--- src/hw/rtl/gzhp_pkg.sv ---
// Package: codes, field widths and helper functions of the gzip header parser.
`timescale 1ns / 1ps
package gzhp_pkg;

	// parser phases
	localparam logic [3:0] PH_FIXED   = 4'd0;
	localparam logic [3:0] PH_XLEN_LO = 4'd1;
	localparam logic [3:0] PH_XLEN_HI = 4'd2;
	localparam logic [3:0] PH_EXTRA   = 4'd3;
	localparam logic [3:0] PH_NAME    = 4'd4;
	localparam logic [3:0] PH_COMMENT = 4'd5;
	localparam logic [3:0] PH_HCRC_LO = 4'd6;
	localparam logic [3:0] PH_HCRC_HI = 4'd7;
	localparam logic [3:0] PH_PAYLOAD = 4'd8;
	localparam logic [3:0] PH_ERROR   = 4'd9;

	// sections passed to next_section
	localparam logic [1:0] SEC_FIXED   = 2'd0;
	localparam logic [1:0] SEC_EXTRA   = 2'd1;
	localparam logic [1:0] SEC_NAME    = 2'd2;
	localparam logic [1:0] SEC_COMMENT = 2'd3;

	// result status codes
	localparam logic [1:0] ST_HEADER  = 2'd0;
	localparam logic [1:0] ST_DONE    = 2'd1;
	localparam logic [1:0] ST_ERROR   = 2'd2;
	localparam logic [1:0] ST_PAYLOAD = 2'd3;

	// error codes
	localparam logic [2:0] ERR_NONE   = 3'd0;
	localparam logic [2:0] ERR_MAGIC  = 3'd1;
	localparam logic [2:0] ERR_METHOD = 3'd2;
	localparam logic [2:0] ERR_RSVD   = 3'd3;
	localparam logic [2:0] ERR_HCRC   = 3'd4;

	// fixed header byte positions and values
	localparam logic [3:0] POS_ID1   = 4'd0;
	localparam logic [3:0] POS_ID2   = 4'd1;
	localparam logic [3:0] POS_CM    = 4'd2;
	localparam logic [3:0] POS_FLG   = 4'd3;
	localparam logic [3:0] POS_MT0   = 4'd4;
	localparam logic [3:0] POS_MT3   = 4'd7;
	localparam logic [3:0] POS_OS    = 4'd9;
	localparam logic [7:0] ID1_VAL   = 8'd31;
	localparam logic [7:0] ID2_VAL   = 8'd139;
	localparam logic [7:0] CM_DEFL   = 8'd8;

	// FLG bits
	localparam int FL_FHCRC    = 1;
	localparam int FL_FEXTRA   = 2;
	localparam int FL_FNAME    = 3;
	localparam int FL_FCOMMENT = 4;

	localparam logic [31:0] CRC_POLY = 32'hEDB8_8320;
	localparam logic [31:0] CRC_INIT = 32'hFFFF_FFFF;

	// stream packing
	localparam int TDATA_W = 56;
	localparam int TUSER_W = 4;

	// One byte of reflected CRC-32, eight shift steps.
	function automatic logic [31:0] crc_byte(input logic [31:0] c, input logic [7:0] b);
		logic [31:0] r;
		r = c ^ {24'd0, b};
		for (int k = 0; k < 8; k++) begin
			r = r[0] ? (CRC_POLY ^ {1'b0, r[31:1]}) : {1'b0, r[31:1]};
		end
		return r;
	endfunction

	// Phase that follows the given section, from the captured flags.
	function automatic logic [3:0] next_section(input logic [1:0] sec, input logic [4:0] fl);
		logic [3:0] ph;
		if (sec < SEC_EXTRA && fl[FL_FEXTRA]) begin
			ph = PH_XLEN_LO;
		end else if (sec < SEC_NAME && fl[FL_FNAME]) begin
			ph = PH_NAME;
		end else if (sec < SEC_COMMENT && fl[FL_FCOMMENT]) begin
			ph = PH_COMMENT;
		end else if (fl[FL_FHCRC]) begin
			ph = PH_HCRC_LO;
		end else begin
			ph = PH_PAYLOAD;
		end
		return ph;
	endfunction

endpackage

--- src/hw/rtl/gzip_header_parser_crc_check.sv ---
// Top level: gzip member header parser with header CRC-16 check.
`timescale 1ns / 1ps
//
//  channel   direction  handshake           contents
//  s_*       in         s_tvalid/s_tready   one member byte, restart flag
//  m_*       out        m_tvalid/m_tready   one result per input byte
//  cfg_*     in         cfg_valid/cfg_ready expected OS byte
//
//  Cycles: one item per clock sustained while m_tready stays high; a byte's
//  result passes the input register, then the result register, on its way to m_*.
//  The per-byte CRC update and the phase logic sit between those two registers.
//  Reset: arst_n clears the parser to "expect first magic byte", CRC to all
//  ones and expected OS to zero. cfg_ready is always high.
//  Stalls: m_tready low holds the result; the input register still takes one
//  more item, then s_tready drops until the result moves.
//
module gzip_header_parser_crc_check (
	input  logic                          clk,
	input  logic                          arst_n,
	// config write
	input  logic                          cfg_valid,
	output logic                          cfg_ready,
	input  logic [7:0]                    cfg_data,   // expected_os
	// input stream
	input  logic                          s_tvalid,
	output logic                          s_tready,
	input  logic [7:0]                    s_tdata,    // [7:0] data_byte
	input  logic [0:0]                    s_tuser,    // [0] start_member
	// result stream
	output logic                          m_tvalid,
	input  logic                          m_tready,
	// [2:0] error_code, [10:3] byte_out, [42:11] mod_time_out,
	// [47:43] flags_out, [48] os_mismatch, [55:49] zero
	output logic [gzhp_pkg::TDATA_W-1:0]  m_tdata,
	// [1:0] status, [2] name_char, [3] comment_char
	output logic [gzhp_pkg::TUSER_W-1:0]  m_tuser
);

	// configuration
	logic [7:0]  exp_os_q;

	// input register
	logic        valid_s1;
	logic [7:0]  byte_s1;
	logic        start_s1;

	// result register
	logic        valid_s2;
	logic [gzhp_pkg::TDATA_W-1:0] data_s2;
	logic [gzhp_pkg::TUSER_W-1:0] user_s2;

	// parser state
	logic [3:0]  phase_q;
	logic [3:0]  fpos_q;
	logic [15:0] extra_q;
	logic [31:0] crc_q;
	logic [4:0]  flags_q;
	logic [31:0] mtime_q;
	logic [7:0]  chk_lo_q;
	logic [2:0]  err_q;

	// state as seen by this byte (after a restart)
	logic [3:0]  cur_phase;
	logic [3:0]  cur_fpos;
	logic [15:0] cur_extra;
	logic [31:0] cur_crc;
	logic [4:0]  cur_flags;
	logic [31:0] cur_mtime;
	logic [7:0]  cur_chk;
	logic [2:0]  cur_err;

	// next state
	logic [3:0]  phase_n;
	logic [3:0]  fpos_n;
	logic [15:0] extra_n;
	logic [31:0] crc_n;
	logic [4:0]  flags_n;
	logic [31:0] mtime_n;
	logic [7:0]  chk_n;
	logic [2:0]  err_n;

	// result fields
	logic [1:0]  status;
	logic [2:0]  err_out;
	logic        name_c;
	logic        comm_c;
	logic [7:0]  echo;
	logic        osm;
	logic [15:0] hcrc_got;

	logic        adv;

	// advance the input register into the result register when the latter is free
	assign adv       = valid_s1 && (!valid_s2 || m_tready);
	assign s_tready  = !valid_s1 || adv;
	assign cfg_ready = 1'b1;

	assign m_tvalid = valid_s2;
	assign m_tdata  = data_s2;
	assign m_tuser  = user_s2;

	always_ff @(posedge clk or negedge arst_n) begin
		if (!arst_n) begin
			exp_os_q <= 8'd0;
		end else if (cfg_valid) begin
			exp_os_q <= cfg_data;
		end
	end

	// input register
	always_ff @(posedge clk or negedge arst_n) begin
		if (!arst_n) begin
			valid_s1 <= 1'b0;
		end else if (s_tready) begin
			valid_s1 <= s_tvalid;
		end
	end

	always_ff @(posedge clk) begin
		if (s_tready && s_tvalid) begin
			byte_s1  <= s_tdata;
			start_s1 <= s_tuser[0];
		end
	end

	// restart drops the whole parse state before the byte is handled
	always_comb begin
		if (start_s1) begin
			cur_phase = gzhp_pkg::PH_FIXED;
			cur_fpos  = 4'd0;
			cur_extra = 16'd0;
			cur_crc   = gzhp_pkg::CRC_INIT;
			cur_flags = 5'd0;
			cur_mtime = 32'd0;
			cur_chk   = 8'd0;
			cur_err   = gzhp_pkg::ERR_NONE;
		end else begin
			cur_phase = phase_q;
			cur_fpos  = fpos_q;
			cur_extra = extra_q;
			cur_crc   = crc_q;
			cur_flags = flags_q;
			cur_mtime = mtime_q;
			cur_chk   = chk_lo_q;
			cur_err   = err_q;
		end
	end

	// per-byte parse step
	always_comb begin
		phase_n  = cur_phase;
		fpos_n   = cur_fpos;
		extra_n  = cur_extra;
		flags_n  = cur_flags;
		mtime_n  = cur_mtime;
		chk_n    = cur_chk;
		err_n    = cur_err;
		status   = gzhp_pkg::ST_HEADER;
		name_c   = 1'b0;
		comm_c   = 1'b0;
		echo     = 8'd0;
		osm      = 1'b0;
		hcrc_got = {byte_s1, cur_chk};

		// CRC covers every header byte up to the FHCRC field
		if (cur_phase <= gzhp_pkg::PH_COMMENT) begin
			crc_n = gzhp_pkg::crc_byte(cur_crc, byte_s1);
		end else begin
			crc_n = cur_crc;
		end

		unique case (cur_phase)
			gzhp_pkg::PH_FIXED: begin
				if (cur_fpos == gzhp_pkg::POS_ID1 && byte_s1 != gzhp_pkg::ID1_VAL) begin
					err_n   = gzhp_pkg::ERR_MAGIC;
					phase_n = gzhp_pkg::PH_ERROR;
				end else if (cur_fpos == gzhp_pkg::POS_ID2 &&
						byte_s1 != gzhp_pkg::ID2_VAL) begin
					err_n   = gzhp_pkg::ERR_MAGIC;
					phase_n = gzhp_pkg::PH_ERROR;
				end else if (cur_fpos == gzhp_pkg::POS_CM && byte_s1 != gzhp_pkg::CM_DEFL) begin
					err_n   = gzhp_pkg::ERR_METHOD;
					phase_n = gzhp_pkg::PH_ERROR;
				end else if (cur_fpos == gzhp_pkg::POS_FLG && byte_s1[7:5] != 3'd0) begin
					// flags are still captured on a reserved-bit error
					flags_n = byte_s1[4:0];
					err_n   = gzhp_pkg::ERR_RSVD;
					phase_n = gzhp_pkg::PH_ERROR;
				end else begin
					if (cur_fpos == gzhp_pkg::POS_FLG) begin
						flags_n = byte_s1[4:0];
					end
					// MTIME little-endian: byte k lands at bits 8k+7..8k
					if (cur_fpos >= gzhp_pkg::POS_MT0 && cur_fpos <= gzhp_pkg::POS_MT3) begin
						mtime_n = cur_mtime | ({24'd0, byte_s1} << {cur_fpos[1:0], 3'b000});
					end
					if (cur_fpos >= gzhp_pkg::POS_OS) begin
						osm     = (byte_s1 != exp_os_q);
						fpos_n  = 4'd0;
						phase_n = gzhp_pkg::next_section(gzhp_pkg::SEC_FIXED, cur_flags);
					end else begin
						fpos_n = cur_fpos + 4'd1;
					end
				end
			end
			gzhp_pkg::PH_XLEN_LO: begin
				extra_n = {8'd0, byte_s1};
				phase_n = gzhp_pkg::PH_XLEN_HI;
			end
			gzhp_pkg::PH_XLEN_HI: begin
				extra_n = {byte_s1, cur_extra[7:0]};
				if ({byte_s1, cur_extra[7:0]} == 16'd0) begin
					phase_n = gzhp_pkg::next_section(gzhp_pkg::SEC_EXTRA, cur_flags);
				end else begin
					phase_n = gzhp_pkg::PH_EXTRA;
				end
			end
			gzhp_pkg::PH_EXTRA: begin
				extra_n = cur_extra - 16'd1;
				if (cur_extra == 16'd1) begin
					phase_n = gzhp_pkg::next_section(gzhp_pkg::SEC_EXTRA, cur_flags);
				end
			end
			gzhp_pkg::PH_NAME: begin
				if (byte_s1 == 8'd0) begin
					phase_n = gzhp_pkg::next_section(gzhp_pkg::SEC_NAME, cur_flags);
				end else begin
					name_c = 1'b1;
					echo   = byte_s1;
				end
			end
			gzhp_pkg::PH_COMMENT: begin
				if (byte_s1 == 8'd0) begin
					phase_n = gzhp_pkg::next_section(gzhp_pkg::SEC_COMMENT, cur_flags);
				end else begin
					comm_c = 1'b1;
					echo   = byte_s1;
				end
			end
			gzhp_pkg::PH_HCRC_LO: begin
				chk_n   = byte_s1;
				phase_n = gzhp_pkg::PH_HCRC_HI;
			end
			gzhp_pkg::PH_HCRC_HI: begin
				// header check is the low half of the finished (inverted) CRC-32
				if (hcrc_got != ~cur_crc[15:0]) begin
					err_n   = gzhp_pkg::ERR_HCRC;
					phase_n = gzhp_pkg::PH_ERROR;
				end else begin
					phase_n = gzhp_pkg::PH_PAYLOAD;
				end
			end
			gzhp_pkg::PH_PAYLOAD: begin
				status = gzhp_pkg::ST_PAYLOAD;
				echo   = byte_s1;
			end
			default: begin
				phase_n = gzhp_pkg::PH_ERROR;
			end
		endcase
	end

	// status from the phase this byte leaves behind
	always_comb begin
		err_out = gzhp_pkg::ERR_NONE;
		if (phase_n == gzhp_pkg::PH_ERROR) begin
			err_out = err_n;
		end
	end

	// state update on every byte that moves on
	always_ff @(posedge clk or negedge arst_n) begin
		if (!arst_n) begin
			phase_q  <= gzhp_pkg::PH_FIXED;
			fpos_q   <= 4'd0;
			extra_q  <= 16'd0;
			crc_q    <= gzhp_pkg::CRC_INIT;
			flags_q  <= 5'd0;
			mtime_q  <= 32'd0;
			chk_lo_q <= 8'd0;
			err_q    <= gzhp_pkg::ERR_NONE;
		end else if (adv) begin
			phase_q  <= phase_n;
			fpos_q   <= fpos_n;
			extra_q  <= extra_n;
			crc_q    <= crc_n;
			flags_q  <= flags_n;
			mtime_q  <= mtime_n;
			chk_lo_q <= chk_n;
			err_q    <= err_n;
		end
	end

	// result register
	always_ff @(posedge clk or negedge arst_n) begin
		if (!arst_n) begin
			valid_s2 <= 1'b0;
		end else if (!valid_s2 || m_tready) begin
			valid_s2 <= valid_s1;
		end
	end

	always_ff @(posedge clk) begin
		if (adv) begin
			if (phase_n == gzhp_pkg::PH_ERROR) begin
				// error answers drop the byte and the char marks
				user_s2 <= {1'b0, 1'b0, gzhp_pkg::ST_ERROR};
				data_s2 <= {7'd0, osm, flags_n, mtime_n, 8'd0, err_out};
			end else if (phase_n == gzhp_pkg::PH_PAYLOAD &&
					status != gzhp_pkg::ST_PAYLOAD) begin
				user_s2 <= {comm_c, name_c, gzhp_pkg::ST_DONE};
				data_s2 <= {7'd0, osm, flags_n, mtime_n, echo, err_out};
			end else begin
				user_s2 <= {comm_c, name_c, status};
				data_s2 <= {7'd0, osm, flags_n, mtime_n, echo, err_out};
			end
		end
	end

endmodule

--- config.mk ---
export PLATFORM = sky130hd
export DESIGN_NAME = gzip_header_parser_crc_check
export DESIGN_NICKNAME = d
export VERILOG_FILES = /design/src/hw/rtl/gzhp_pkg.sv /design/src/hw/rtl/gzip_header_parser_crc_check.sv
export SDC_FILE = /design/constraint.sdc
export NUM_CORES = 1
export LEC_CHECK = 0
export BUFFER_PORTS_ARGS = -buffer_cell sky130_fd_sc_hd__buf_2
export CAP_MARGIN = 30
export CORE_MARGIN = 3
export CORE_UTILIZATION = 60
export CTS_CLUSTER_DIAMETER = 60
export DETAILED_ROUTE_END_ITERATION = 10
export PLACE_DENSITY = 0.87
export SETUP_SLACK_MARGIN = 0.05
export SYNTH_ARGS = -nofsm -noshare
export SYNTH_HDL_FRONTEND = slang
export SYNTH_SLANG_ARGS = --single-unit
--- constraint.sdc ---
create_clock -name clk -period 6.6 [get_ports clk]
set_input_delay 0.99 -clock clk [delete_from_list [all_inputs] [get_ports clk]]
set_output_delay 0.99 -clock clk [all_outputs]
set_load 0.1 [all_outputs]
==> metrics.txt, run 1 <==
leakage power=4.06 nW; CTS tree=yes; post-synth cell types=76; fin util=around 70%; Layout Cells excl Fill=1194; Post-CTS Setup Inserts=0; sequential area share after synthesis=roughly 51%; cell count along the critical path=9; Avg Inst Size Synth=10.1 um^2; Nets=993; crit path cell chain=buf_4 -> inv_2 -> buf_4 -> nand4_1 -> nor4_1 -> mux2_2 -> o21ai_0 -> o31ai_1 -> o41ai_1; CTS Root Cell=clkbuf_16; met2 Track Usage GR=41.2%; slowest CP cell=o31ai_1; Hold-fix buffers, CTS=0; post-route ant nets=0; Area contributors post-synth=dfrtp_1 (22%), edfxtp_1 (20%), dfstp_2 (9.0%), o21ai_0 (5.1%), nand2_1 (4.8%); dominant synthesized flop cell=dfrtp_1; Starting Density=between 60 and 70%; share of post-route cells with drive strength above 1=19.1%; DR vias=7500; delay-heaviest family, CP=buffers and inverters; Clock Tree Buf Depth=2; total power=4.25 mW; WP data required=6.75 ns; largest net degree at the start of global routing=78; DRC viols=0; Ant. Diodes=0; initial DRC count=977; CTS Buf Count=17; outcome=completed; Detailed Routing Iterations Pass 1=6; worst-margin pin slew=1.01 ns; Worst Path Max Fanout=41; commonest non-fill, non-tap cell in the layout=nand2_1; crit-path max cell delay=0.55 ns; WL per Instance=18.2 um; cts repair resizes=0; Async SR Flop Fraction=64.8%; GR Util met3=5.41%; DIE AREA=around 17000 um^2; GRT Total Usage=26.3%; Reg2Reg Depth=9; Routability Congestion=0.973; setup TNS=0 ns; initial antenna violation count=0; Filler Cells Inserted=approximately 1100; final setup skew=0.0112 ns; clock-pin slew on the worst setup and hold paths=0.07 ns; Hold Crit Class=flip-flop to flip-flop; worst-skew pair later-pin latency=0.44 ns; met1 GRT Util=between 30% and 40%; most frequent cells in the layout=nand2_1 (121), o21ai_0 (96), dfrtp_1 (82), buf_2 (75), nor2_1 (70); Setup WS pre-CTS=roughly 3.1 ns; Final WS setup=3.03 ns; share of the synthesized area in the top cell type=21.9%; Arrival @ worst endpoint=between 3 and 4 ns; Cells after Synth=between 900 and 1000; Post-DP HPWL=14200 um; PortBufs=between 70 and 80; Buf+Inv Stages, Crit Path=3; post-placement cell count=1162; Die Y=131 um; RSZ-0062 raised after global routing=no; gr ovfl total=0; Fin. Hold Viols=0; Clock Sinks=176; H-Tree Depth=4; Std-Cell Rows=45; vias in the first global route=6880; Area growth syn-to-layout=10.8%; critical path type=flip-flop to flip-flop; Slew Limit Fails=0; # setup viols final=0; Routed WL=21800 um; most used cell, CP=buf_4; GRT Max-Usage Layer=met2; CP endpoint kind=flip-flop; CORE AREA=15300 um^2; Period minus WS final=3.57 ns; VDD IR max=~220 uV; crit path launch type=flip-flop; first-pass GRT wire length=35300 um; Hold Path Depth=2; Seq cells post-synth=176; Ports=85; Slew headroom=32.5%; Die Wd=131 um; Max Cap Viol=0; post-synth top area cell=dfrtp_1; Vias/cell=around 6.3; PD cells=between 400 and 500 nW/um^2; fmax=~280 MHz; Synth Cell Area=9370 um^2; number of synthesized flops with an enable pin=62; Yosys Warn Count=0; crit share post-route=54.0%
metal layers:
metal	vias to the layer above	routed length [um]	part of all wire (%)
li1	3450	-	-
met1	3559	9290	43
met2	434	10000	46
met3	57	1960	9.0
met4	0	516	2.4
met5	-	0	0
area by class of cell:
type,instances,area [um^2],area share [%]
repair buffers,86,478,4.60
multi-input cells,679,4240,40.9
inverters,10,37.5,0.362
well taps,211,264,2.54
flip-flops and latches,176,4750,45.8
clock inverters,14,175,1.69
clock buffers,18,429,4.13
report_power, final:
group	switching (mW)	total [mW]	internal (mW)
clock	0.473	1.02	0.542
sequential	0.266	1.68	1.41
combinational	0.979	1.56	0.581
total	1.72	4.25	2.53
sequential cells by signal, summed over array words and instances, names as in the netlist:
signal    cells
err_q         3
m_tdata      49
byte_s1       8
valid_s1      1
fpos_q        4
phase_q       4
m_tvalid      1
mtime_q      32
flags_q       5
extra_q      16
crc_q        32
chk_lo_q      8
start_s1      1
exp_os_q      8
m_tuser       4
final timing paths:
path	startpoint	endpoint	slack [ns]
hold reg to reg	crc_q[26]$_DFFE_PN1P_	crc_q[26]$_DFFE_PN1P_	0.47
setup reg to reg	start_s1$_DFFE_PP_	m_tuser[1]$_SDFFCE_PN1P_	3.03
setup / recovery	start_s1$_DFFE_PP_	m_tuser[1]$_SDFFCE_PN1P_	3.03
hold / removal	crc_q[26]$_DFFE_PN1P_	crc_q[26]$_DFFE_PN1P_	0.47
max in group asynchronous	arst_n	mtime_q[0]$_DFFE_PN0P_	4.77
min in group asynchronous	arst_n	chk_lo_q[0]$_DFFE_PN0P_	0.63
per-stage QoR:
stage | cell area, um^2 | hold slack (ns)
finish | 10400 | 0.472
global route | 10400 | 0.503
CTS | 10400 | 0.472
detailed placement | 9780 | 0.461
global placement | 9750 | 0.451
floorplan | 9390 | 0.442
cells in the mapped netlist, drive strengths merged, types with 3 or more instances:
master and n:
a32oi 4, o32a 4, a221oi 3, a22oi 5
mux2 14, edfxtp 62, nand3 13, clkbuf 41
and3 5, inv 9, o2bb2ai 32, nor3 27
nand4 3, nor2b 6, nand2b 6, xnor2 55
nand2 121, dfrtp 82, a31oi 10, o21ai 100
or3 8, dfstp 32, o2111ai 8, and2 11
buf 32, o22a 3, xor2 28, a22o 9
mux2i 4, a21oi 44, nand3b 3, o22ai 5
or2 5, nor2 70, nor4 11, a2111oi 4
o32ai 8, o211ai 8, a211oi 7
worst min-delay path, stage by stage, from the launching register on:
cell and delay, ns:
dfstp_2 0.37, nand2_1 0.04, o21ai_1 0.05
logic make-up (layout without fill, tap and decap cells):
family / after synthesis / in the layout / share of synthesized area [%]
adder cells (fa/ha/maj): 1 / 1 / 0.134
XOR/XNOR: 84 / 84 / 8.88
AO/OA/AOI/OAI: 269 / 269 / 18.8
buffers and inverters: 83 / 128 / 4.22
flip-flops: 176 / 176 / 50.7
other: 2 / 8 / 0.0801
AND/OR/NAND/NOR: 299 / 299 / 15.0
multiplexers: 18 / 18 / 2.11
Note: power is estimated with default switching activity, not from simulation.
==> run 2: changes to the inputs <==
ABC_AREA = 1   (was default)
CORE_UTILIZATION = 55   (was 60)
PLACE_DENSITY = 0.84   (was 0.87)
clock period = 3.2 ns   (was 6.6 ns; I/O delays follow)
==> run 2 against run 1 <==
Net effect: worst setup slack worse by 2.6 ns; global-route usage rose by 1.6 points; die area grew 24%; via count increased by 31%; clock power grew 100%; synthesized area rose by 15%; synthesized cell count grew 50%; utilization shrank 4.6 points; wire length rose by 34%; critical path depth rose by 3.
==> metrics.txt, run 2 <==
outcome=completed; DRC viols=0; worst-skew pair later-pin latency=0.45 ns; Max Cap Viol=0; setup TNS=0 ns; Reg2Reg Depth=12; Fin. Hold Viols=0; cts repair resizes=0; CTS Buf Count=17; reg2reg setup slack=0.47 ns; Hold-fix buffers, CTS=0; Slew Limit Fails=0; Avg Inst Size Synth=7.69 um^2; # setup viols final=0; Worst Path Max Fanout=23; Routability Congestion=between 0.9 and 1; Post-CTS Setup Inserts=0; crit share post-route=85.2%; vias in the first global route=9393; Nets=1487; CP endpoint kind=flip-flop; WL per Instance=between 15 and 20 um; number of synthesized flops with an enable pin=62; share of the synthesized area in the top cell type=19.1%; leakage power=5.81 nW; first-pass GRT wire length=47900 um; switching portion of total power=46.1%; initial antenna violation count=0; commonest non-fill, non-tap cell in the layout=nand2_1; crit path launch type=flip-flop; fin util=63.4%; Die Wd=146 um; Slew headroom=44.7%; Synth Cell Area=10800 um^2; most frequent cells in the layout=nand2_1 (464), nor2_1 (142), inv_1 (102), dfrtp_1 (82), o21ai_0 (81); Detailed Routing Iterations Pass 1=6; post-synth top area cell=dfrtp_1; Seq pwr share=34.0%; Switching Power=4.33 mW; final setup skew=0.0139 ns; most common cell in the netlist=nand2_1; Yosys Warn Count=0; synth cell count leaders=nand2_1 (466), nor2_1 (142), inv_1 (103); WP data required=3.40 ns; CTS tree=yes; clock network fraction of total power=~22%; Area contributors post-synth=dfrtp_1 (19%), edfxtp_1 (17%), nand2_1 (16%), dfstp_2 (7.8%), nor2_1 (5.0%); Starting Density=56.7%; PD cells=780 nW/um^2; RSZ-0062 raised after global routing=no; critical path type=flip-flop to flip-flop; H-Tree Depth=4; Die Y=between 100 and 150 um; Area growth syn-to-layout=11.8%; Clock Tree Buf Depth=2; worst-margin pin slew=0.830 ns; Pint=5.05 mW; DIE AREA=21300 um^2; DR vias=9843; Arrival @ worst endpoint=2.92 ns; CTS Root Cell=clkbuf_16; post-synth cell types=47; GRT Total Usage=around 28%; Ant. Diodes=0; gr ovfl total=0; post-route ant nets=0; Seq cells post-synth=around 180; Post-DP HPWL=21000 um; Ports=85; Cells after Synth=1399; Vias/cell=5.67; dominant synthesized flop cell=dfrtp_1; Period minus WS final=2.73 ns; fmax=367 MHz; Comb power frac=43.8%; clock-pin slew on the worst setup and hold paths=0.08 ns; Clock Sinks=176; CORE AREA=19000 um^2; VDD IR max=~430 uV; largest net degree at the start of global routing=54; initial DRC count=897; share of post-route cells with drive strength above 1=18.1%; Async SR Flop Fraction=64.8%; Routed WL=29100 um; Std-Cell Rows=50; PortBufs=76; Hold Crit Class=primary input to async pin; Largest register FFs=49; sequential area share after synthesis=44.2%
## run 2: changes by cell type after synthesis, sizes merged, moves of 11 or more
cell	change
inv	+109
nand3	+62
o2bb2ai	-32
nand2	+354
nor2	+85
xor2	+22
o41ai	+28
xnor2	-54
and2	-11
a21oi	+14
## run 2: layout make-up
cell class / instances / area [um^2]
clock buffers: 17 / 425
clock inverters: 15 / 165
fillers: 1593 / 6930
inverters: 122 / 460
multi-input cells: 1035 / 5200
flip-flops and latches: 176 / 4750
well taps: 260 / 325
repair buffers: 112 / 691
## run 2: worst paths after layout
kind                                            start                       end
max in group asynchronous                      arst_n     crc_q[14]$_DFFE_PN1P_
worst max register to register     start_s1$_DFFE_PP_  m_tdata[1]$_SDFFCE_PP0P_
min in group clk                           s_tdata[2]      byte_s1[2]$_DFFE_PP_
worst min-delay path                           arst_n   exp_os_q[7]$_DFFE_PN0P_
worst min register to register  crc_q[28]$_DFFE_PN1P_     crc_q[28]$_DFFE_PN1P_
worst max-delay path               start_s1$_DFFE_PP_  m_tdata[1]$_SDFFCE_PP0P_
## run 2: cell families after synthesis
family,count (synthesis),synth area share [%]
adders and majority gates,1,0.116
buffers and inverters,194,7.74
xor gates and xnor gates,51,4.50
AOI/OAI and AO/OA,218,14.2
muxes,5,0.523
DFF,176,44.2
other,2,0.0698
and+or+nand+nor,752,28.7
## run 2: power groups by stage
stage	clock network (mW)	registers, mW	logic [mW]
5_1_grt	2.18	3.25	4.54
3_3_place_gp	0	3.21	4.00
3_5_place_dp	0	3.22	4.07
2_1_floorplan	0	3.82	2.54
6_report	2.08	3.19	4.11
4_1_cts	2.10	3.18	4.08
## run 2: layer usage
metal / global-route usage [%] / routed length [um]
met1: 37.8 / 12200
met3: 6.20 / 2610
met5: 0 / 0
met2: 44.1 / 13300
met4: 10.3 / 921
## run 2: metrics by stage
step	power [mW]	setup WS, ns	hold WS (ns)	instances	instance area [um^2]
after floorplan	6.36	0.380	0.184	1405	10800
after global placement	7.22	0.620	0.455	1705	11400
after detailed placement	7.29	0.544	0.459	1705	11400
after CTS	9.36	0.536	0.0908	1737	12000
after global routing	9.97	0.287	0.106	1737	12000
final	9.38	0.473	0.0783	1737	12000
## run 2: worst max-delay path, cell delays in order (launching register included)
cell and delay [ns]:
edfxtp_1 0.43, inv_2 0.42, nand2_2 0.36, nand2_1 0.24, nor2_1 0.05, o21ai_0 0.13
nand2_1 0.17, nor2_4 0.21, nand2_1 0.07, nand2_1 0.06, nand3_1 0.11, nand2_1 0.15
nor2_1 0.07
==> run 3: changes to the inputs <==
ABC_AREA = default   (was 1)
CORE_UTILIZATION = 60   (was 55)
PLACE_DENSITY = 0.87   (was 0.84)
clock period = 2.8 ns   (was 3.2 ns; I/O delays follow)
==> run 3 against run 2 <==
Net effect: via count down 20%; non-clock buffer count increased by 17; maximum frequency up 1.7%; clock power grew 10%; sequential cell count is the same; design area fell by 11%; sequential power increased by 21%.
==> metrics.txt, run 3 (synthesis results as in run 1) <==
outcome=completed; Post-DP HPWL=16700 um; worst-skew pair later-pin latency=0.44 ns; Filler Cells Inserted=1075; largest net degree at the start of global routing=54; Period minus WS final=2.68 ns; critical path type=flip-flop to flip-flop; CTS Buf Count=17; CORE AREA=15300 um^2; Arrival @ worst endpoint=2.95 ns; Routability Congestion=roughly 1.0; gr ovfl total=0; commonest non-fill, non-tap cell in the layout=nand2_1; crit-path max cell delay=0.52 ns; PortBufs=76; Vias/cell=approximately 6.4; RSZ-0062 raised after global routing=no; Fin. Hold Viols=0; PD cells=952 nW/um^2; Die Wd=131 um; Largest register FFs=49; Slew headroom=about half; setup TNS=0 ns; CTS tree=yes; DIE AREA=17200 um^2; crit path cell chain=or3_1 -> o22ai_1 -> nand3_2 -> nor3_2 -> and2_2 -> nand2_1 -> o2bb2ai_1; post-placement cell count=between 1000 and 1500; DR vias=approximately 7900; worst-margin pin slew=0.727 ns; Area growth syn-to-layout=14.3%; initial antenna violation count=0; crit share post-route=95.8%; final setup skew=roughly 0.0087 ns; leakage power=4.26 nW; Layout Cells excl Fill=approximately 1200; Nets=1036; clock-pin slew on the worst setup and hold paths=0.07 ns; Ports=85; crit path launch type=flip-flop; Hold Crit Class=primary input to async pin; share of post-route cells with drive strength above 1=23.1%; GRT Total Usage=29.5%; Routed WL=roughly 25000 um; fin util=70.2%; CTS Root Cell=clkbuf_16; total power=10.2 mW; Slew Limit Fails=0; Clock Tree Buf Depth=2; WL per Instance=19.8 um; Clock Sinks=176; Starting Density=61.4%; post-route ant nets=0; CP endpoint kind=flip-flop; Die Y=~130 um; VDD IR max=546 uV; Worst Path Max Fanout=8; fmax=373 MHz; slowest CP cell=or3_1; Ant. Diodes=0; Std-Cell Rows=45; DRC viols=0; most frequent cells in the layout=nand2_1 (121), o21ai_0 (96), dfrtp_1 (81), buf_2 (75), nor2_1 (70); Final WS setup=0.118 ns; Max Cap Viol=0; Setup WS pre-CTS=about 0.10 ns; initial DRC count=993; H-Tree Depth=4; first-pass GRT wire length=39100 um; WP data required=approximately 3.1 ns; vias in the first global route=7374; # setup viols final=0; Detailed Routing Iterations Pass 1=6
-- run 3: changes by cell type in the layout (fill, tap and decap cells not counted), sizes merged, moves of 11 or more --
cell	change
inv	-110
o2bb2ai	+32
a21oi	-14
nand2	-354
nand3	-62
o41ai	-28
and2	+11
nor2	-85
xnor2	+54
xor2	-22
buf	+17
-- run 3: layout make-up --
type	count	area, um^2	share of cell area (%)
sequential	176	4760	44.4
multi-input combinational	679	4280	40.0
timing repair buffer	129	793	7.41
clock buffer	18	429	4.01
tap	211	264	2.47
clock inverter	14	148	1.38
inverter	10	37.5	0.351
-- run 3: report_power, final --
group	switching, mW	internal, mW
registers	0.539	3.33
clock network	1.11	1.18
logic	2.53	1.50
total	4.18	6.01
-- run 3: repair_timing --
action	4_1_cts	5_1_grt
endpoints found under the hold margin	0	0
buffers inserted	0	1
endpoints found under the setup margin	0	55
resized for setup	0	7
hold buffers	0	0
-- run 3: final timing paths --
path                       depth (start not counted)                       to  slack (ns)                   from
setup reg to reg                                   7    m_tdata[32]$_DFFE_PP_        0.12   byte_s1[5]$_DFFE_PP_
max in group asynchronous                          2     crc_q[5]$_DFFE_PN1P_        1.93                 arst_n
setup / recovery                                   7    m_tdata[32]$_DFFE_PP_        0.12   byte_s1[5]$_DFFE_PP_
hold reg to reg                                    2    crc_q[26]$_DFFE_PN1P_        0.48  crc_q[26]$_DFFE_PN1P_
hold / removal                                     1  chk_lo_q[6]$_DFFE_PN0P_        0.02                 arst_n
min in group clk                                   1     byte_s1[2]$_DFFE_PP_        0.16             s_tdata[2]
-- run 3: worst max-delay path, delay by kind of cell, from the launching register on --
kind | cells | cell delay [ns]
AND/OR/NAND/NOR | 5 | 1.53
flip-flops | 1 | 0.51
AO/OA/AOI/OAI | 2 | 0.48
-- run 3: layer usage --
| metal | up-vias | wire length [um] | track usage [%] |
|---|---|---|---|
| met5 | - | 0 | 0 |
| met4 | 0 | 733 | 9.74 |
| met3 | 92 | 2280 | 7.68 |
| met2 | 477 | 11800 | 46.6 |
| met1 | 3816 | 9790 | 40.0 |
| li1 | 3535 | - | - |
-- run 3: through the flow --
step | hold WS, ns | area [um^2]
after global placement | 0.450 | 10100
after detailed placement | 0.464 | 10100
after floorplan | 0.124 | 9400
after global routing | 0.0591 | 10700
final | 0.0224 | 10700
after CTS | 0.0390 | 10700
